**src/design/tmb_pkg.sv**
```systemverilog
// shared types and constants of the temporal motion blur unit
package tmb_pkg;

  localparam int ADDR_W = 19;
  localparam int CHAN_W = 8;
  localparam int SUM_W = 10;
  localparam int RECIP_SHIFT = 16;
  localparam int RECIP_W = 17;
  localparam int CHAN_MAX = 255;
  localparam int CHANNELS = 3;
  localparam int SOURCES = 3;

  localparam int FRAME_PIXELS_DEF = 524288;
  localparam int FRAMES_AVERAGED_DEF = 3;

  typedef struct packed {
    logic [ADDR_W-1:0] pixel_addr;
    logic [CHAN_W-1:0] in_chan0;
    logic [CHAN_W-1:0] in_chan1;
    logic [CHAN_W-1:0] in_chan2;
  } in_item_t;

  typedef struct packed {
    logic [CHAN_W-1:0] out_chan0;
    logic [CHAN_W-1:0] out_chan1;
    logic [CHAN_W-1:0] out_chan2;
  } out_item_t;

  typedef struct packed {
    logic [CHAN_W-1:0] chan2;
    logic [CHAN_W-1:0] chan1;
    logic [CHAN_W-1:0] chan0;
  } pix_t;

  typedef struct packed {
    pix_t two;
    pix_t one;
  } hist_row_t;

  typedef struct packed {
    logic valid;
    pix_t cur;
    pix_t one;
    pix_t two;
  } hist_out_t;

endpackage

```
**src/design/tmb_skid.sv**
```systemverilog
// output register with a skid stage
module tmb_skid (
  input  logic                clk,
  input  logic                rst,
  input  logic                up_valid,
  input  tmb_pkg::out_item_t  up_item,
  output logic                up_ready,
  output logic                out_valid,
  input  logic                out_ready,
  output tmb_pkg::out_item_t  out_item
);

  logic                spare_valid;
  tmb_pkg::out_item_t  spare;
  logic                drain;

  assign up_ready = !spare_valid;
  assign drain    = !out_valid || out_ready;

  always_ff @(posedge clk) begin
    if (rst) begin
      out_valid   <= 1'b0;
      spare_valid <= 1'b0;
    end else if (drain) begin
      if (spare_valid) begin
        out_valid   <= 1'b1;
        spare_valid <= 1'b0;
      end else begin
        out_valid <= up_valid;
      end
    end else if (up_valid && !spare_valid) begin
      spare_valid <= 1'b1;
    end
  end

  always_ff @(posedge clk) begin
    if (drain) begin
      out_item <= spare_valid ? spare : up_item;
    end else if (!spare_valid) begin
      spare <= up_item;
    end
  end

endmodule

```
**config.mk**
```make
export PLATFORM = sky130hd
export DESIGN_NAME = tmb_skid
export DESIGN_NICKNAME = d
export VERILOG_FILES = /design/src/design/tmb_pkg.sv /design/src/design/tmb_skid.sv
export SDC_FILE = /design/constraint.sdc
export NUM_CORES = 1
export LEC_CHECK = 0
export ABC_CLOCK_PERIOD_IN_PS = 3250
export BUFFER_PORTS_ARGS = -buffer_cell sky130_fd_sc_hd__buf_2
export CORE_MARGIN = 5
export CORE_UTILIZATION = 54
export CTS_CLUSTER_SIZE = 16
export DETAILED_ROUTE_END_ITERATION = 16
export PLACE_DENSITY = 0.91
export SYNTH_ARGS = -nofsm -noshare
export SYNTH_HDL_FRONTEND = slang
export SYNTH_SLANG_ARGS = --single-unit
export TNS_END_PERCENT = 5
```
**constraint.sdc**
```tcl
create_clock -name clk -period 3.25 [get_ports clk]
set_input_delay 0.1625 -clock clk [delete_from_list [all_inputs] [get_ports clk]]
set_output_delay 0.1625 -clock clk [all_outputs]
set_load 0.01 [all_outputs]
```
==> out/qor.yml <==
yosysWarnings: 0
dieHeight_um: 69.3
gr-total-overflow: 0
dp_hpwl_um: 2250
drc: 0
coreArea_um2: 3360
syn-num-nets: 111
synth-xor-area-share_pct: 0
path_buf_inv: 3
syn_area_per_cell_um2: 22.9
root_buffer: "clkbuf_4"
nets: 172
regArea_um2: 1480
ios: 54
multi_input_area_um2: 358
grt_pass1_wl_um: 5120
fin_crit_ns: 1.87
synth_cells: 83
start_util_pct: 56.4
drt-initial-drc-count: 64
synth_common_cells: "edfxtp_1, mux2_4, mux2_2"
place.gp.congestion: 0.757
antenna_found_initial: 0
yosysUniqueCellTypes: 11
relSlewSlack_pct: 54.3
grt_max_degree: 27
fillers: 272
synth_seq_cells: 50
status: "complete, no violations"
min_path_type: "in -> reg"
final_antenna_net_count: 0
finalHoldViolations: 0
cap_violations: 0
wl_per_cell_um: 16.3
crit_required_ns: 3.09
cts.clk_slew.worst_paths_ns: 0.12
grt_pass1_vias: 1020
finalCritPeriodShare_pct: 57.5
numCtsBuffers: 5
clk_latency_ns: 0.35
synth_top_family_by_area: "multiplexers"
cts.path.max_buffers: 2
synth_top_area_share_pct: 75.9
crit_type: "reg -> out"
critPathMaxFanout: 14
worstMarginPinSlew_ns: 0.684
cts_sinks: 50
num_rows: 21
grt_usage_pct: 13.7
p_leak_nw: 0.902
synth_edf_count: 48
worstPathCellList: "buf_4 -> inv_1 -> buf_2"
tns_ns: 0
worst_path_max_delay_cell: "dfxtp_1"
max_freq_mhz: 535
area_delta_synth_final_pct: 18.6
num_antenna_cells: 0
vias: 920
crit_arrival_ns: 1.71
synth.largest_area_cell: "edfxtp_1"
start_kind: "flip-flop"
synth_simple_gate_area_share_pct: 0.791
synth_seq_area_share_pct: 78.0
skew_ns: 0.00743
vias_per_cell: 4.82
cts_tree: "built"
ys.flop_type: "edfxtp_1"
design.die.area_um2: 4800
die_w_um: 69.3
endpoint_kind: "primary output"
peakVddDrop_mv: 0.338
synth_most_common_cell: "edfxtp_1"
synth_mux_area_share_pct: 17.8
powerDensity_nw_per_um2: 494
wirelength_um: 3110
async_flop_share_pct: 0
rsz0062_at_grt: "no"
htree_levels: 2
layout-drive-gt1-share_pct: 58.6
worst_slack_ns: 1.38
critPathTopFamily: "flip-flops"
yosys-top-cells-area: "edfxtp_1, mux2_4, mux2_2"
io_buffers: 53
dp_slack_ns: 1.52
firstDrtPassIters: 3
synthAdderAreaFrac_pct: 0
setup_viol: 0
maxSlewViolCount: 0
synth_compound_area_share_pct: 0.264
critical_path.max_stage_delay_ns: 0.78
syn_area_um2: 1900
worst paths after layout:
kind                                                from                endpoint  slack, ns  cells past startpoint
worst max-delay path            spare_valid$_SDFFE_PP0P_                up_ready       1.38                      3
worst max register to register  spare_valid$_SDFFE_PP0P_  out_item[20]$_DFFE_PP_       1.52                      2
worst min-delay path                            up_valid  out_valid$_SDFFE_PP0P_       0.08                      3
worst min register to register        spare[8]$_DFFE_PN_      spare[8]$_DFFE_PN_       0.59                      1
worst min-delay path, stage by stage:
cell	delay [ns]
buf_2	0.08
nor2_1	0.04
a21oi_1	0.12
layout make-up:
type                            count  area share (%)
Clock inverter                      3           0.500
Sequential cell                    50            65.8
Timing Repair Buffer               57            13.2
Multi-Input combinational cell     28            15.9
Tap cell                           46            2.56
Clock buffer                        5            1.67
Inverter                            2           0.334
flip-flops by register name, summed over array words and instances, names as in the netlist:
signal	count
spare	24
out_valid	1
out_item	24
spare_valid	1
cells in the final DEF (no fill, tap or decap), drive strengths merged:
master	n
nor3	1
nor2	1
nand2b	1
mux2	24
dlygate4sd3	1
clkbuf	5
clkinv	3
edfxtp	48
buf	56
a21oi	1
inv	2
dfxtp	2
timing repair:
| item | 4_1_cts | 5_1_grt |
|---|---|---|
| resized for setup | 0 | 0 |
| setup buffers | 0 | 0 |
| setup endpoints to repair | 0 | 0 |
| hold buffers | 1 | 0 |
| hold endpoints to repair | 2 | 0 |
stage by stage:
| stage | instances | hold WS (ns) | area, µm² | total power [W] | utilization [%] |
|---|---|---|---|---|---|
| 6_report | 191 | 0.0835 | 2250 | 0.00111 | 66.9 |
| 3_5_place_dp | 182 | 0.343 | 2190 | 0.000878 | 65.2 |
| 4_1_cts | 191 | 0.0717 | 2250 | 0.00112 | 66.9 |
| 5_1_grt | 191 | 0.0905 | 2250 | 0.00117 | 66.9 |
| 2_1_floorplan | 83 | 0.232 | 1900 | 0.000828 | - |
| 3_3_place_gp | 182 | 0.342 | 2190 | 0.000873 | 65.2 |
power by group:
part	internal (W)	switching (W)	leakage, nW
Combinational	0.0000534	0.0000495	0.388
Sequential	0.000748	0.0000117	0.486
Clock	0.0000775	0.000172	0.0277
Total	0.000879	0.000233	0.902
per-layer routing:
layer / track usage (%) / up-vias / part of all wire [%]
li1: - / 447 / -
met1: 15.9 / 438 / 40
met2: 22.9 / 33 / 51
met3: 5.51 / 2 / 8.0
met4: 4.56 / 0 / 0.74
met5: 0 / - / 0
kinds of logic after synthesis:
| family | after synthesis |
|---|---|
| muxes | 24 |
| and+or+nand+nor | 3 |
| AOI/OAI and AO/OA | 1 |
| DFF | 50 |
| buffers and inverters | 5 |
(Power assumes the default switching activity.)
