`src/design/tmb_pkg.sv`:
```
// shared types and constants of the temporal motion blur unit
package tmb_pkg;

  localparam int ADDR_W = 19;
  localparam int CHAN_W = 8;
  localparam int SUM_W = 10;
  localparam int RECIP_SHIFT = 16;
  localparam int RECIP_W = 17;
  localparam int CHAN_MAX = 255;
  localparam int CHANNELS = 3;
  localparam int SOURCES = 3;

  localparam int FRAME_PIXELS_DEF = 524288;
  localparam int FRAMES_AVERAGED_DEF = 3;

  typedef struct packed {
    logic [ADDR_W-1:0] pixel_addr;
    logic [CHAN_W-1:0] in_chan0;
    logic [CHAN_W-1:0] in_chan1;
    logic [CHAN_W-1:0] in_chan2;
  } in_item_t;

  typedef struct packed {
    logic [CHAN_W-1:0] out_chan0;
    logic [CHAN_W-1:0] out_chan1;
    logic [CHAN_W-1:0] out_chan2;
  } out_item_t;

  typedef struct packed {
    logic [CHAN_W-1:0] chan2;
    logic [CHAN_W-1:0] chan1;
    logic [CHAN_W-1:0] chan0;
  } pix_t;

  typedef struct packed {
    pix_t two;
    pix_t one;
  } hist_row_t;

  typedef struct packed {
    logic valid;
    pix_t cur;
    pix_t one;
    pix_t two;
  } hist_out_t;

endpackage

```
`src/design/tmb_addr_wrap.sv`:
```
// address wrap pipeline: pixel address modulo the frame size in three stages
module tmb_addr_wrap #(
  parameter int FramePixels = tmb_pkg::FRAME_PIXELS_DEF,
  parameter int IdxW = 19
) (
  input  logic                   clk,
  input  logic                   rst,
  input  logic                   adv,
  input  logic                   take,
  input  tmb_pkg::in_item_t      in_item,
  output logic                   out_valid,
  output logic [IdxW-1:0]        out_idx,
  output tmb_pkg::pix_t          out_pix
);

  localparam int AW = tmb_pkg::ADDR_W;
  localparam int RecipW = AW + 1;
  localparam int RemW = (IdxW > AW) ? IdxW : AW;
  localparam logic [RecipW-1:0] Recip = RecipW'((2 ** AW) / FramePixels);
  localparam logic [RemW:0] FrameSize = (RemW + 1)'(FramePixels);

  logic                  valid1;
  logic [AW-1:0]         addr1;
  logic [AW-1:0]         quot1;
  tmb_pkg::pix_t         pix1;
  logic                  valid2;
  logic [RemW:0]         rem2;
  tmb_pkg::pix_t         pix2;
  logic                  valid3;
  logic [IdxW-1:0]       idx3;
  tmb_pkg::pix_t         pix3;

  logic [AW+RecipW-1:0]  quot_prod;
  logic [AW+RemW:0]      back_prod;
  logic [RemW:0]         rem_fix;

  assign quot_prod = in_item.pixel_addr * Recip;
  assign back_prod = quot1 * FrameSize;
  assign rem_fix   = (rem2 >= FrameSize) ? rem2 - FrameSize : rem2;

  always_ff @(posedge clk) begin
    if (rst) begin
      valid1 <= 1'b0;
      valid2 <= 1'b0;
      valid3 <= 1'b0;
    end else if (adv) begin
      valid1 <= take;
      valid2 <= valid1;
      valid3 <= valid2;
    end
  end

  always_ff @(posedge clk) begin
    if (adv) begin
      addr1 <= in_item.pixel_addr;
      quot1 <= quot_prod[AW +: AW];
      pix1  <= '{chan2: in_item.in_chan2, chan1: in_item.in_chan1, chan0: in_item.in_chan0};
      rem2  <= (RemW + 1)'(addr1) - back_prod[RemW:0];
      pix2  <= pix1;
      idx3  <= rem_fix[IdxW-1:0];
      pix3  <= pix2;
    end
  end

  assign out_valid = valid3;
  assign out_idx   = idx3;
  assign out_pix   = pix3;

endmodule

```
`config.mk`:
```
export PLATFORM = sky130hd
export DESIGN_NAME = tmb_addr_wrap
export DESIGN_NICKNAME = d
export VERILOG_FILES = /design/src/design/tmb_pkg.sv /design/src/design/tmb_addr_wrap.sv
export SDC_FILE = /design/constraint.sdc
export NUM_CORES = 1
export LEC_CHECK = 0
export BUFFER_PORTS_ARGS = -buffer_cell sky130_fd_sc_hd__buf_4
export CORE_MARGIN = 2
export CORE_UTILIZATION = 35
export DETAILED_ROUTE_END_ITERATION = 16
export PLACE_DENSITY = 0.67
export SYNTH_ARGS = -nofsm -noshare
export SYNTH_HDL_FRONTEND = slang
export SYNTH_SLANG_ARGS = --single-unit
```
`constraint.sdc`:
```
create_clock -name clk -period 0.8 [get_ports clk]
set_clock_uncertainty 0.05 [all_clocks]
set_input_delay 0 -clock clk [delete_from_list [all_inputs] [get_ports clk]]
set_output_delay 0 -clock clk [all_outputs]
set_load 0.1 [all_outputs]
```
==> qor.txt <==
Setup crit end kind - primary output
Final ANT Viol Nets - 0
Remaining DRCs - 0
largest net degree at the start of global routing - 33
Hold Vio Cnt, Final - 5
Hold WC Path Type - primary input to register
clk root buf - clkbuf_16
initial antenna violation count - 0
min cycle time layout - 1.08 ns
share of synthesized registers carrying an async set or reset - 0
syn nets - 185
leakage - 2.37 nW
initial core utilization - 0.362
Yosys top cell area share - 0.975
vias in the first global route - 1980
Worst slew margin - 0.857
Critical Path Start Type - register
ys flop type - edfxtp_1
Final Cycle Share - 1.35
minimum hold slack - -0.0244 ns
Num CTS Buffers - 17
Buf/Inv on CP - 1
Routed Wire Length - 6.15 mm
clk sink count - 132
endpoints failing setup - 45
crit path DAT - 1.03 ns
GRT Total Usage - 0.108
diode count - 0
Slew @ Worst Pin - 0.214 ns
worst r2r src - rem2[8]
Die Y - 111 µm
nets - 348
Skew-Pair Late Insertion Delay - 0.40 ns
RSZ-0062 raised after global routing - yes
Max clock buf depth - 2
max-capacitance violation count - 0
Fmax - 0.926 GHz
worst r2r dst - out_idx[8]
DIE WIDTH - 111 µm
drt initial violations - 77
sequential-to-total area share from yosys stat - 0.990
status - complete, but fails checks
fin worst setup slack - -0.280 ns
kind of critical path - register to primary output
largest cells by area after synthesis - edfxtp_1, dfxtp_1, mux2i_1
die area - 0.0122 mm²
FP Rows - 38
worst vdd ir - 1.28 mV
Hold Path Cell Cnt - 2
Setup WS pre-CTS - 0.0290 ns
CTS tree - yes
routed vias - 1843
gp weighted congestion - 0.672
Post-DP HPWL - 3.66 mm
Mapped Area - 0.00398 mm²
Worst-path clk slew - 0.06 ns
total core area - 0.0110 mm²
count of cell types in the netlist - 4
sequential cell area - 0.00394 mm²
Slowest cell on crit path - edfxtp_1
Worst Min Path Start - adv
first-pass GRT wire length - 9.63 mm
most frequent cell after synthesis - edfxtp_1
Reg2Reg Depth - 0
YS warnings - 0
Critical Path Start - out_idx[11]
number of synthesized flops with an enable pin - 129
max incr delay on CP - 0.43 ns
layout cell share with drive strength beyond 1 - 0.409
Worst Path Max Fanout - 1
failing checks - hold timing, setup timing
via/cell ratio - 4.07
PD cells - 2980 mW/mm²
Routed WL per cell - 13.6 µm
Synth Register Bits - 132
commonest cells in the netlist - edfxtp_1, dfxtp_1, mux2i_1, nor2_1
Multi-input gate area - 41.3 µm²
depth of the CTS H-tree - 4
Filler Cells Inserted - 848
Syn Inst Count - 138
fin. max-slew vios - 0
I/O pins - 91
CP Cell Sequence - buf_8
Hold EP - pix1[16]
Initial DRT Pass Iterations - 4
delay-heaviest family, CP - flip-flops
worst reg2reg setup slack - 0.11 ns
grt ovf - 0
area leader, netlist - edfxtp_1
syn_area_per_cell - 28.8 µm²
WP data required - 0.75 ns
I/O Buffers - 90
synth-to-layout area growth - 57.2%
[cell type report]
type,count,share of cell area
clock inverter,14,0.0374
tap,140,0.0280
clock buffer,17,0.0681
sequential,132,0.630
timing repair buffer,144,0.230
multi-input combinational,6,0.00661
[per-stage QoR]
step                setup TNS [ns]  area (µm²)   util  cells  power [W]
global route                -12.07        6250  0.569    453     0.0193
CTS                         -12.48        6240  0.568    453     0.0189
detailed placement               0        4940  0.450    376    0.00995
finish                      -10.03        6250  0.569    453     0.0186
floorplan                    -6.64        3980      -    138    0.00935
global placement                 0        4940  0.450    376    0.00991
[where the power goes]
group / switching [W] / internal (W)
clock network: 0.00271 / 0.00581
logic: 0.00121 / 0.000596
registers: 0.000144 / 0.00815
[cells by family (layout without fill, tap and decap cells)]
| group | after synthesis | in the layout | synth area share |
|---|---|---|---|
| flip-flops | 132 | 132 | 0.990 |
| AND/OR/NAND/NOR | 3 | 3 | 0.00283 |
| multiplexers | 3 | 3 | 0.00755 |
| buffers and inverters | 0 | 175 | 0 |
[metal layers]
layer | track usage | up-vias | wire, µm
met2 | 0.161 | 62 | 3050
met3 | 0.0576 | 9 | 428
met1 | 0.125 | 884 | 2610
li1 | - | 888 | -
met4 | 0.0575 | 0 | 57
met5 | 0 | - | 0
[repair_timing]
action / 4_1_cts / 5_1_grt
endpoints found under the setup margin: 44 / 53
hold buffers: 46 / 1
endpoints found under the hold margin: 52 / 2
buffers inserted: 0 / 0
resized for setup: 46 / 3
[flip-flops by register name, summed over array words and instances (netlist names)]
register,count
out_pix,24
pix1,24
pix2,24
addr1,19
out_idx,19
rem2,19
out_valid,1
valid1,1
valid2,1
[worst max path at each step]
| stage | end | depth (start not counted) |
|---|---|---|
| floorplan | out_idx[0] | 0 |
| global placement | out_idx[4] | 2 |
| detailed placement | out_pix[7] | 2 |
| CTS | out_idx[11] | 1 |
| global route | out_idx[11] | 1 |
| finish | out_idx[11] | 1 |
[cells in the final DEF, fill, tap and decap left out]
master and instances:
buf_6 41, buf_4 49, clkinv_4 2, clkinv_1 2, clkbuf_16 17, mux2i_1 3
dfxtp_1 2, clkinvlp_4 2, inv_6 1, dfxtp_4 1, edfxtp_1 129, buf_12 5
buf_8 3, clkinv_2 1, dlygate4sd3_1 46, bufinv_16 6, nor2_1 3
Power figures use the tool's default switching activity.
