==> src/design/tmb_pkg.sv <==
// shared types and constants of the temporal motion blur unit
package tmb_pkg;

  localparam int ADDR_W = 19;
  localparam int CHAN_W = 8;
  localparam int SUM_W = 10;
  localparam int RECIP_SHIFT = 16;
  localparam int RECIP_W = 17;
  localparam int CHAN_MAX = 255;
  localparam int CHANNELS = 3;
  localparam int SOURCES = 3;

  localparam int FRAME_PIXELS_DEF = 524288;
  localparam int FRAMES_AVERAGED_DEF = 3;

  typedef struct packed {
    logic [ADDR_W-1:0] pixel_addr;
    logic [CHAN_W-1:0] in_chan0;
    logic [CHAN_W-1:0] in_chan1;
    logic [CHAN_W-1:0] in_chan2;
  } in_item_t;

  typedef struct packed {
    logic [CHAN_W-1:0] out_chan0;
    logic [CHAN_W-1:0] out_chan1;
    logic [CHAN_W-1:0] out_chan2;
  } out_item_t;

  typedef struct packed {
    logic [CHAN_W-1:0] chan2;
    logic [CHAN_W-1:0] chan1;
    logic [CHAN_W-1:0] chan0;
  } pix_t;

  typedef struct packed {
    pix_t two;
    pix_t one;
  } hist_row_t;

  typedef struct packed {
    logic valid;
    pix_t cur;
    pix_t one;
    pix_t two;
  } hist_out_t;

endpackage

==> src/design/tmb_blend.sv <==
// blend pipeline: per-channel shares (value/FramesAveraged), sums and saturation
module tmb_blend #(
  parameter int FramesAveraged = tmb_pkg::FRAMES_AVERAGED_DEF
) (
  input  logic                clk,
  input  logic                rst,
  input  logic                adv,
  input  tmb_pkg::hist_out_t  hist,
  output logic                out_valid,
  output tmb_pkg::out_item_t  out_item
);

  localparam int CW = tmb_pkg::CHAN_W;
  localparam int RW = tmb_pkg::RECIP_W;
  localparam logic [RW-1:0] Recip =
    RW'(((2 ** tmb_pkg::RECIP_SHIFT) + FramesAveraged - 1) / FramesAveraged);
  localparam logic [tmb_pkg::SUM_W-1:0] SatLimit = tmb_pkg::SUM_W'(tmb_pkg::CHAN_MAX);

  tmb_pkg::pix_t              src [tmb_pkg::SOURCES];
  logic [CW+RW-1:0]           prod [tmb_pkg::SOURCES][tmb_pkg::CHANNELS];
  logic [CW-1:0]              share1 [tmb_pkg::SOURCES][tmb_pkg::CHANNELS];
  logic                       valid1;
  logic [tmb_pkg::SUM_W-1:0]  sum2 [tmb_pkg::CHANNELS];
  logic                       valid2;
  logic [CW-1:0]              sat [tmb_pkg::CHANNELS];

  assign src[0] = hist.cur;
  assign src[1] = hist.one;
  assign src[2] = hist.two;

  always_comb begin
    for (int s = 0; s < tmb_pkg::SOURCES; s++) begin
      for (int c = 0; c < tmb_pkg::CHANNELS; c++) begin
        prod[s][c] = src[s][CW*c +: CW] * Recip;
      end
    end
  end

  always_comb begin
    for (int c = 0; c < tmb_pkg::CHANNELS; c++) begin
      sat[c] = (sum2[c] > SatLimit) ? CW'(tmb_pkg::CHAN_MAX) : sum2[c][CW-1:0];
    end
  end

  always_ff @(posedge clk) begin
    if (rst) begin
      valid1 <= 1'b0;
      valid2 <= 1'b0;
    end else if (adv) begin
      valid1 <= hist.valid;
      valid2 <= valid1;
    end
  end

  always_ff @(posedge clk) begin
    if (adv) begin
      for (int s = 0; s < tmb_pkg::SOURCES; s++) begin
        for (int c = 0; c < tmb_pkg::CHANNELS; c++) begin
          share1[s][c] <= prod[s][c][tmb_pkg::RECIP_SHIFT +: CW];
        end
      end
      for (int c = 0; c < tmb_pkg::CHANNELS; c++) begin
        sum2[c] <= tmb_pkg::SUM_W'(share1[0][c]) + tmb_pkg::SUM_W'(share1[1][c])
                 + tmb_pkg::SUM_W'(share1[2][c]);
      end
    end
  end

  assign out_valid = valid2;
  assign out_item  = '{out_chan0: sat[0], out_chan1: sat[1], out_chan2: sat[2]};

endmodule

==> config.mk <==
export PLATFORM = sky130hd
export DESIGN_NAME = tmb_blend
export DESIGN_NICKNAME = d
export VERILOG_FILES = /design/src/design/tmb_pkg.sv /design/src/design/tmb_blend.sv
export SDC_FILE = /design/constraint.sdc
export NUM_CORES = 1
export LEC_CHECK = 0
export ABC_CLOCK_PERIOD_IN_PS = 11480
export BUFFER_PORTS_ARGS = -buffer_cell sky130_fd_sc_hd__buf_2
export CORE_AREA = 2 2 183 185
export DETAILED_ROUTE_END_ITERATION = 12
export DIE_AREA = 0 0 185 187
export GPL_ROUTABILITY_DRIVEN = 0
export PLACE_DENSITY = 0.73
export SLEW_MARGIN = 20
export SYNTH_ARGS = -nofsm -noshare
export SYNTH_HDL_FRONTEND = slang
export SYNTH_SLANG_ARGS = --single-unit
export TNS_END_PERCENT = 20
==> constraint.sdc <==
create_clock -name clk -period 11.48 [get_ports clk]
set_input_delay 1.148 -clock clk [delete_from_list [all_inputs] [get_ports clk]]
set_output_delay 1.148 -clock clk [all_outputs]
set_load 0.02 [all_outputs]
==> results.md, run 1 <==
* List of cells traversed by the critical path: buf_2 > ha_1 > inv_1 > fa_1 > fa_1 > xnor2_1 > ha_1 > a21o_1 > ha_1 > and4_1 > and4_1 > or3b_1 > a41oi_2 > o21ai_1 > mux2i_1 > o2111ai_1
* Insertion delay to the later sink of the worst-skew pair at 0.35 ns
* Final setup violation count at 0
* Via Count at 10,700
* Average footprint of a synthesized cell at 10.8 µm²
* Overflow left after global routing at 0
* IO buf count at 100
* Critical path launch point type: input port
* Worst slew margin at 0.308
* Flip-flop and latch count after synthesis at 92
* Number of nets produced by synthesis at 2,178
* Post-synthesis instance area at 16,100 µm²
* Antenna Violating Nets Remaining at 0
* Number of iterations in the first detailed-routing pass at 5
* Nets at 2,290
* Vias in the first global route at 11,500
* RSZ-0062 raised after global routing: false
* Number of flops mapped to enable cells by yosys at 90
* Peak Freq at 0.199 GHz
* Part of the Yosys area used for sequential elements at 0.171
* Gate Count Post-Synth at 1,493
* Area of the die at 34,600 µm²
* Std cell rows at 67
* DIE WIDTH at 185 µm
* Post-cts resize count at 0
* Number of warnings printed during yosys synthesis at 0
* Worst hold margin at 0.498 ns
* Total DRC errors in the routed layout at 0
* Area growth, synth to finish at 8.55%
* Max FO, Critical Path at 6
* Post-CTS Setup Inserts at 0
* Detailed-route wire length per cell at 13.6 µm
* Type of the setup path with the least slack: in -> reg
* Number of buffers inserted during clock tree synthesis at 9
* Crit-path slowest cell: sky130_fd_sc_hd__fa_1
* Number of buffers inserted by hold repair at cts at 0
* Max-capacitance violation count at 0
* Total power divided by cell area at 201 nW/µm²
* Clock input transition at the sequential cells of the worst setup and hold paths at 0.08 ns
* Detailed Route WL at 27.9 mm
* Setup crit end kind: flip-flop
* Count of final max-slew check failures at 0
* Ys async rst share at 0
* Antenna violations before repair at 0
* Accumulated negative setup slack at 0 ns
* Area inside the core boundary at 32,900 µm²
* Hold crit path type: reg -> reg
* Fraction of layout cells with a size suffix above 1 at 0.0957
* Clock Tree Root: sky130_fd_sc_hd__clkbuf_16
* CTS tree: built
* Run status: completed
* CP max stage delay at 0.59 ns
* Global routing usage summed across all routing layers at 0.174
* Clock Sinks at 92
* Top-level I/O count at 101
* Final HPWL from detailed placement at 24.8 mm
* Wire length of the first global-routing pass at 50.3 mm
* Transition time at the pin with the least slew margin at 1.04 ns
* Maximum number of pins on one net before global-route repair at 79
* CP Buf/Inv Count at 2
* Final number of hold-violating endpoints at 0
* Data arrival time of the critical path at 5.13 ns
* Top library cells by usage in the layout, fill and taps aside: 448 x sky130_fd_sc_hd__ha_1, 281 x sky130_fd_sc_hd__inv_1, 161 x sky130_fd_sc_hd__fa_1
* Fraction of the cycle the final worst path needs at 0.439
* Per-cell via count in the routed design at 5.21
* Starting density of the core at 0.489
* Number of distinct standard cells referenced by the synthesized netlist at 65
* Cell family with most CP delay: adder cells
* Most common cell type on the critical path: sky130_fd_sc_hd__ha_1
* Largest clock skew in the final design at 0.0117 ns
* Final period demand of the worst path at 5.03 ns
* Leakage power total at 9.29 nW
* Number of levels in the clock H-tree at 3
* Die height at 187 µm
* Max Buffers Root-to-Sink at 2
* Leading register cell type out of synthesis: sky130_fd_sc_hd__edfxtp_1
* Data required time at the worst endpoint at 11.58 ns
* Drt initial violations at 243
* Number of antenna cells inserted at 0
* Commonest non-fill, non-tap cell in the layout: sky130_fd_sc_hd__ha_1
* Maximum resistive drop on vdd at 0.162 mV
worst paths after layout:
| kind | start | end | slack, ns | cells past startpoint |
|---|---|---|---|---|
| min reg2reg | out_valid | out_valid | 0.50 | 2 |
| min | out_valid | out_valid | 0.50 | 2 |
| max | hist[20] | share1[2][6] | 6.45 | 16 |
| max reg2reg | share1[0][8] | sum2[0][17] | 8.77 | 10 |
where the power goes:
| part | total [mW] | switching (mW) | internal (mW) |
|---|---|---|---|
| logic | 2.50 | 1.37 | 1.13 |
| clock network | 0.299 | 0.144 | 0.154 |
| registers | 0.715 | 0.0680 | 0.647 |
through the flow:
| step | area [µm²] | instances | util | total power, mW | worst slack (ns) |
|---|---|---|---|---|---|
| after floorplan | 16100 | 1493 | - | 2.62 | 6.53 |
| after global routing | 17400 | 2058 | 0.531 | 3.95 | 6.20 |
| after global placement | 17100 | 2042 | 0.522 | 3.13 | 6.24 |
| final | 17400 | 2058 | 0.531 | 3.51 | 6.45 |
| after CTS | 17400 | 2058 | 0.531 | 3.56 | 6.46 |
| after detailed placement | 17100 | 2042 | 0.522 | 3.22 | 6.09 |
kinds of logic after synthesis:
group,count (synthesis),share of synthesized area
buffers and inverters,281,0.0656
AOI/OAI and AO/OA,245,0.108
adders and majority gates,609,0.549
xor gates and xnor gates,81,0.0441
DFF,92,0.171
muxes,4,0.00249
and+or+nand+nor,181,0.0601
flip-flops by register name, indices dropped and copies added (netlist names):
name / count
valid1: 1
share1: 63
sum2: 27
out_valid: 1
tightest hold or removal path: cells and delay by family (launching register included):
family | cells | cell delay (ns)
AND/OR/NAND/NOR | 1 | 0.07
flip-flops | 1 | 0.33
multiplexers | 1 | 0.06
synth_stat cells (3+ instances only):
cell type	count	area [µm²]
sky130_fd_sc_hd__ha_1	448	5610
sky130_fd_sc_hd__inv_1	281	1050
sky130_fd_sc_hd__fa_1	161	3220
sky130_fd_sc_hd__edfxtp_1	90	2700
sky130_fd_sc_hd__a21oi_1	68	340
sky130_fd_sc_hd__a21o_1	54	405
sky130_fd_sc_hd__xnor2_1	52	455
sky130_fd_sc_hd__nor2_1	42	158
sky130_fd_sc_hd__xor2_1	29	254
sky130_fd_sc_hd__nand2_1	27	101
sky130_fd_sc_hd__or2_2	26	163
sky130_fd_sc_hd__o21a_1	19	143
sky130_fd_sc_hd__nand3_1	15	75.1
sky130_fd_sc_hd__nand4_1	12	75.1
sky130_fd_sc_hd__o21ai_0	12	60.1
sky130_fd_sc_hd__o21bai_1	12	90.1
sky130_fd_sc_hd__o21ai_1	11	55.1
sky130_fd_sc_hd__and3_1	10	62.6
sky130_fd_sc_hd__nand2b_1	9	56.3
sky130_fd_sc_hd__nor2b_1	9	56.3
sky130_fd_sc_hd__nor3_1	9	45.0
sky130_fd_sc_hd__a211oi_1	8	60.1
sky130_fd_sc_hd__a31oi_1	8	50.1
sky130_fd_sc_hd__and4_1	5	43.8
sky130_fd_sc_hd__o211ai_1	5	37.5
sky130_fd_sc_hd__mux2i_1	4	40.0
sky130_fd_sc_hd__o22ai_1	4	25.0
sky130_fd_sc_hd__o31ai_1	4	30.0
sky130_fd_sc_hd__a221oi_1	3	26.3
sky130_fd_sc_hd__a311oi_1	3	26.3
sky130_fd_sc_hd__a41oi_1	3	26.3
sky130_fd_sc_hd__nor4_1	3	18.8
sky130_fd_sc_hd__o2111ai_1	3	26.3
sky130_fd_sc_hd__or3_1	3	18.8
cell type report:
type	count	area, µm²
Clock inverter	7	77.6
Sequential cell	92	2740
Fill cell	2911	15400
Tap cell	448	561
Clock buffer	9	225
Multi-Input combinational cell	1120	12300
Timing Repair Buffer	101	510
Inverter	281	1050
per-layer routing:
metal / wire (µm) / track usage / part of all wire
met5: 0 / 0 / 0
met4: 453 / 0.0366 / 0.016
met3: 610 / 0.0191 / 0.022
met2: 14200 / 0.317 / 0.51
met1: 12600 / 0.222 / 0.45
Power figures use the tool's default switching activity.
==> inputs of run 2 (changes only) <==
- ABC_CLOCK_PERIOD_IN_PS: 11480 -> 4500
- PLACE_DENSITY: 0.73 -> 0.76
- clock period: 11.48 -> 4.5 ns (I/O delays scaled with it)
==> run 2 against run 1 <==
Sequential share of layout area down 0.099 points; critical endpoint unchanged; critical path depth unchanged; largest power group unchanged; sequential power rose to 2.6 times the previous value.
==> results.md, run 2 (same netlist as run 1, synthesis figures left out) <==
* Hold crit path type: in -> reg
* Maximum resistive drop on vdd at 0.418 mV
* Data required time at the worst endpoint at 4.60 ns
* Final HPWL from detailed placement at 25.3 mm
* Multi-input gate area at 12,300 µm²
* Maximum number of pins on one net before global-route repair at 65
* Wire length of the first global-routing pass at 51.5 mm
* Peak Freq at 0.237 GHz
* Via Count at 10,900
* Vias in the first global route at 11,800
* Max FO, Critical Path at 6
* Biggest registers after layout: share1 (63), sum2 (27)
* Max reg flops at 63
* Post-CTS Setup Inserts at 0
* Combinational share of power at 0.713
* Fraction of the cycle the final worst path needs at 0.939
* Final setup violation count at 0
* Filler cell count in the final layout at 2,868
* Largest reg by FF count: share1
* Post-cts resize count at 0
* Top library cells by usage in the layout, fill and taps aside: 448 x sky130_fd_sc_hd__ha_1, 281 x sky130_fd_sc_hd__inv_1, 161 x sky130_fd_sc_hd__fa_1
* Data arrival time of the critical path at 4.32 ns
* Number of buffers inserted by hold repair at cts at 0
* Clock Sinks at 92
* Largest clock skew in the final design at 0.00817 ns
* Final Util at 0.534
* Placed Instance Area at 17,300 µm²
* Starting density of the core at 0.489
* Clk pwr share at 0.084
* Final period demand of the worst path at 4.22 ns
* Global routing usage summed across all routing layers at 0.179
* Type of the setup path with the least slack: in -> reg
* Antenna Violating Nets Remaining at 0
* Nets at 2,305
* Post-route standard cell area excluding fillers at 17,600 µm²
* DIE WIDTH at 185 µm
* DP Worst Slack at -0.0965 ns
* Die height at 187 µm
* Share of power burned in registers at 0.203
* Storage element area at 2740 µm²
* Final number of hold-violating endpoints at 0
* IO buf count at 100
* Max Buffers Root-to-Sink at 2
* Std cell rows at 67
* Max-capacitance violation count at 0
* Antenna violations before repair at 0
* Fraction of layout cells with a size suffix above 1 at 0.104
* Number of buffers inserted during clock tree synthesis at 9
* Run status: completed
* Area growth, synth to finish at 9.23%
* Setup crit end kind: flip-flop
* Total DRC errors in the routed layout at 0
* Overflow left after global routing at 0
* Clock input transition at the sequential cells of the worst setup and hold paths at 0.08 ns
* Clock Tree Root: sky130_fd_sc_hd__clkbuf_16
* Insertion delay to the later sink of the worst-skew pair at 0.35 ns
* Critical path launch point type: input port
* Net switching power of the design at 4.07 mW
* Detailed Route WL at 28.7 mm
* Area of the die at 34,600 µm²
* Leakage power total at 9.36 nW
* RSZ-0062 raised after global routing: false
* Top-level I/O count at 101
* Number of iterations in the first detailed-routing pass at 4
* Count of final max-slew check failures at 0
* Transition time at the pin with the least slew margin at 0.891 ns
* Per-cell via count in the routed design at 5.25
* Total power divided by cell area at 516 nW/µm²
* Switching Fraction at 0.449
* Final worst slack at 0.276 ns
* CTS tree: built
* Internal Pwr Total at 5.00 mW
* Area inside the core boundary at 32,900 µm²
* Detailed-route wire length per cell at 13.8 µm
* Worst slew margin at 0.406
* Drt initial violations at 278
* Pwr Total at 9.06 mW
* Number of levels in the clock H-tree at 3
* Number of antenna cells inserted at 0
* Commonest non-fill, non-tap cell in the layout: sky130_fd_sc_hd__ha_1
## run 2: cell types whose count changed in the layout (fill, tap and decap cells not counted)
cell / change
sky130_fd_sc_hd__inv_8: +2
sky130_fd_sc_hd__inv_6: -2
sky130_fd_sc_hd__clkinv_4: +1
sky130_fd_sc_hd__buf_4: +15
sky130_fd_sc_hd__clkinv_8: -1
## run 2: path summary, 6_finish.rpt
kind,depth (start not counted),to,slack [ns],start
max,16,share1[2][6],0.28,hist[18]
min,2,valid1,0.26,rst
min reg2reg,2,out_valid,0.51,out_valid
max reg2reg,10,sum2[0][17],1.86,share1[2][8]
## run 2: layer usage
layer  track usage  share of wire  vias up
met5             0              0        -
met4        0.0385          0.017        0
met3        0.0202          0.022       36
met2         0.329           0.51      119
met1         0.223           0.45     5244
li1              -              -     5474
## run 2: power by group through the flow
stage | Sequential [mW] | Combinational, mW | Clock, mW
floorplan | 1.78 | 4.90 | 0
global placement | 1.85 | 6.20 | 0
detailed placement | 1.86 | 6.44 | 0
CTS | 1.85 | 6.54 | 0.791
global route | 1.89 | 7.45 | 0.820
finish | 1.84 | 6.46 | 0.763
## run 2: stage by stage
step,cells,hold WS [ns],TNS [ns]
after floorplan,1493,0.460,0
after global placement,2057,0.476,0
after detailed placement,2057,0.495,-0.276
after CTS,2073,0.236,0
after global routing,2073,0.251,0
final,2073,0.255,0
## run 2: layout make-up
cell class	count	area share
Multi-Input combinational cell	1120	0.699
Sequential cell	92	0.156
Inverter	281	0.0601
Timing Repair Buffer	116	0.0355
Tap cell	448	0.0319
Clock buffer	9	0.0128
Clock inverter	7	0.00428
## run 2: critical path: stages
cell,delay [ns]
sky130_fd_sc_hd__buf_2,0.11
sky130_fd_sc_hd__ha_1,0.30
sky130_fd_sc_hd__inv_1,0.07
sky130_fd_sc_hd__fa_1,0.59
sky130_fd_sc_hd__fa_1,0.48
sky130_fd_sc_hd__xnor2_1,0.16
sky130_fd_sc_hd__ha_1,0.21
sky130_fd_sc_hd__a21o_1,0.15
sky130_fd_sc_hd__ha_1,0.36
sky130_fd_sc_hd__a21o_1,0.18
sky130_fd_sc_hd__a21o_1,0.18
sky130_fd_sc_hd__a221oi_1,0.37
sky130_fd_sc_hd__a41oi_2,0.18
sky130_fd_sc_hd__o21ai_1,0.20
sky130_fd_sc_hd__mux2i_1,0.21
sky130_fd_sc_hd__o2111ai_1,0.12
==> inputs of run 3 (changes only) <==
- CORE_AREA: 2 2 183 185 -> 2 2 179 181
- DIE_AREA: 0 0 185 187 -> 0 0 181 183
- PLACE_DENSITY: 0.76 -> 0.78
==> run 3 against run 2 <==
Combinational power barely moved; sequential power is essentially flat; sequential share of layout area rose by 0.069 points; worst setup slack lost 0.023 ns; via count down 0.21%; global-route usage grew 0.78 points; design area is 0.44% lower; register-to-register slack worse by 0.04 ns; core utilization is 2.5 points higher; non-clock buffer count shrank 2; final cell count decreased by 2.4%.
==> results.md, run 3 (same netlist as run 1, synthesis figures left out) <==
* Clock input transition at the sequential cells of the worst setup and hold paths at 0.07 ns
* DP Worst Slack at -0.107 ns
* Post-route standard cell area excluding fillers at 17,500 µm²
* Filler cell count in the final layout at 2,683
* IO buf count at 100
* Total DRC errors in the routed layout at 0
* Transition time at the pin with the least slew margin at 0.691 ns
* Storage element area at 2740 µm²
* Share of power burned in registers at 0.204
* Die height at 183 µm
* Fraction of the cycle the final worst path needs at 0.944
* Antenna violations before repair at 0
* Top library cells by usage in the layout, fill and taps aside: 448 x sky130_fd_sc_hd__ha_1, 281 x sky130_fd_sc_hd__inv_1, 161 x sky130_fd_sc_hd__fa_1
* Clock Tree Root: sky130_fd_sc_hd__clkbuf_16
* Detailed-route wire length per cell at 14.2 µm
* Max-capacitance violation count at 0
* Fraction of layout cells with a size suffix above 1 at 0.102
* Per-cell via count in the routed design at 5.36
* Final worst slack at 0.254 ns
* Max Buffers Root-to-Sink at 2
* Max FO, Critical Path at 4
* Number of levels in the clock H-tree at 3
* Nets at 2,303
* Largest reg by FF count: share1
* Leakage power total at 9.35 nW
* Switching Fraction at 0.444
* Combinational share of power at 0.711
* Count of final max-slew check failures at 0
* Detailed Route WL at 28.8 mm
* Std cell rows at 65
* Total power divided by cell area at 517 nW/µm²
* Maximum number of pins on one net before global-route repair at 53
* Number of iterations in the first detailed-routing pass at 4
* Vias in the first global route at 11,700
* Starting density of the core at 0.515
* Wire length of the first global-routing pass at 51.8 mm
* Data arrival time of the critical path at 4.33 ns
* Antenna Violating Nets Remaining at 0
* Setup crit end kind: flip-flop
* Multi-input gate area at 12,300 µm²
* Final period demand of the worst path at 4.25 ns
* Max reg flops at 63
* Number of buffers inserted by hold repair at cts at 0
* Peak Freq at 0.235 GHz
* CTS tree: built
* RSZ-0062 raised after global routing: false
* Net switching power of the design at 4.01 mW
* Run status: completed
* Commonest non-fill, non-tap cell in the layout: sky130_fd_sc_hd__ha_1
* Area growth, synth to finish at 8.75%
* Post-cts resize count at 0
* Largest clock skew in the final design at 0.0114 ns
* Number of antenna cells inserted at 0
* Maximum resistive drop on vdd at 0.328 mV
* Final setup violation count at 0
* Worst slew margin at 0.540
* Clk pwr share at 0.085
* DIE WIDTH at 181 µm
* Top-level I/O count at 101
* Area of the die at 33,100 µm²
* Data required time at the worst endpoint at 4.58 ns
* Global routing usage summed across all routing layers at 0.187
* Drt initial violations at 294
* Biggest registers after layout: share1 (63), sum2 (27)
* Placed Instance Area at 17,200 µm²
* Internal Pwr Total at 5.02 mW
* Type of the setup path with the least slack: in -> reg
* Number of buffers inserted during clock tree synthesis at 9
* Worst hold margin at 0.283 ns
* Hold crit path type: in -> reg
* Final number of hold-violating endpoints at 0
* Area inside the core boundary at 31,200 µm²
* Post-CTS Setup Inserts at 0
* Via Count at 10,900
* Clock Sinks at 92
* Final HPWL from detailed placement at 25.6 mm
* Overflow left after global routing at 0
* Insertion delay to the later sink of the worst-skew pair at 0.33 ns
* Critical path launch point type: input port
[run 3: critical path, cell delays in order]
cell and delay, ns:
sky130_fd_sc_hd__buf_2 0.12, sky130_fd_sc_hd__ha_1 0.31, sky130_fd_sc_hd__inv_1 0.14, sky130_fd_sc_hd__fa_1 0.51, sky130_fd_sc_hd__fa_1 0.53, sky130_fd_sc_hd__xnor2_1 0.16
sky130_fd_sc_hd__ha_1 0.32, sky130_fd_sc_hd__ha_1 0.34, sky130_fd_sc_hd__and3_1 0.20, sky130_fd_sc_hd__nand3_1 0.09, sky130_fd_sc_hd__o32a_1 0.29, sky130_fd_sc_hd__a211o_1 0.33
sky130_fd_sc_hd__a31oi_2 0.27, sky130_fd_sc_hd__a21oi_1 0.12, sky130_fd_sc_hd__xnor2_1 0.14
[run 3: area by class of cell]
type                            instances  share of cell area
Clock buffer                            9              0.0129
Clock inverter                          6             0.00401
Inverter                              281              0.0604
Multi-Input combinational cell       1120               0.702
Sequential cell                        92               0.157
Tap cell                              402              0.0288
Timing Repair Buffer                  114              0.0348
[run 3: path summary, 6_finish.rpt]
kind                startpoint             to  slack [ns]  depth (start not counted)
hold / removal             rst      out_valid        0.28                          2
setup / recovery       hist[2]  share1[2][19]        0.25                         15
setup reg to reg  share1[2][8]    sum2[0][17]        1.82                         10
hold reg to reg      out_valid      out_valid        0.49                          2
[run 3: power by group through the flow]
stage	registers, mW	logic (mW)	clock network, mW
2_1_floorplan	1.78	4.90	0
3_3_place_gp	1.86	6.15	0
3_5_place_dp	1.86	6.39	0
4_1_cts	1.85	6.48	0.794
5_1_grt	1.89	7.43	0.824
6_report	1.84	6.43	0.766
[run 3: per-stage QoR]
step                      instances  TNS, ns  power [mW]   util
after floorplan                1493        0        6.68      -
after global placement         2009        0        8.00  0.550
after detailed placement       2009   -0.242        8.26  0.550
after CTS                      2024        0        9.13  0.560
after global routing           2024        0        10.1  0.560
final                          2024        0        9.03  0.560
[run 3: metal layers]
layer / GRT usage / vias to the layer above / share of wire
li1: - / 5469 / -
met1: 0.235 / 5243 / 0.45
met2: 0.352 / 113 / 0.52
met3: 0.0171 / 25 / 0.019
met4: 0.0309 / 0 / 0.012
met5: 0 / - / 0
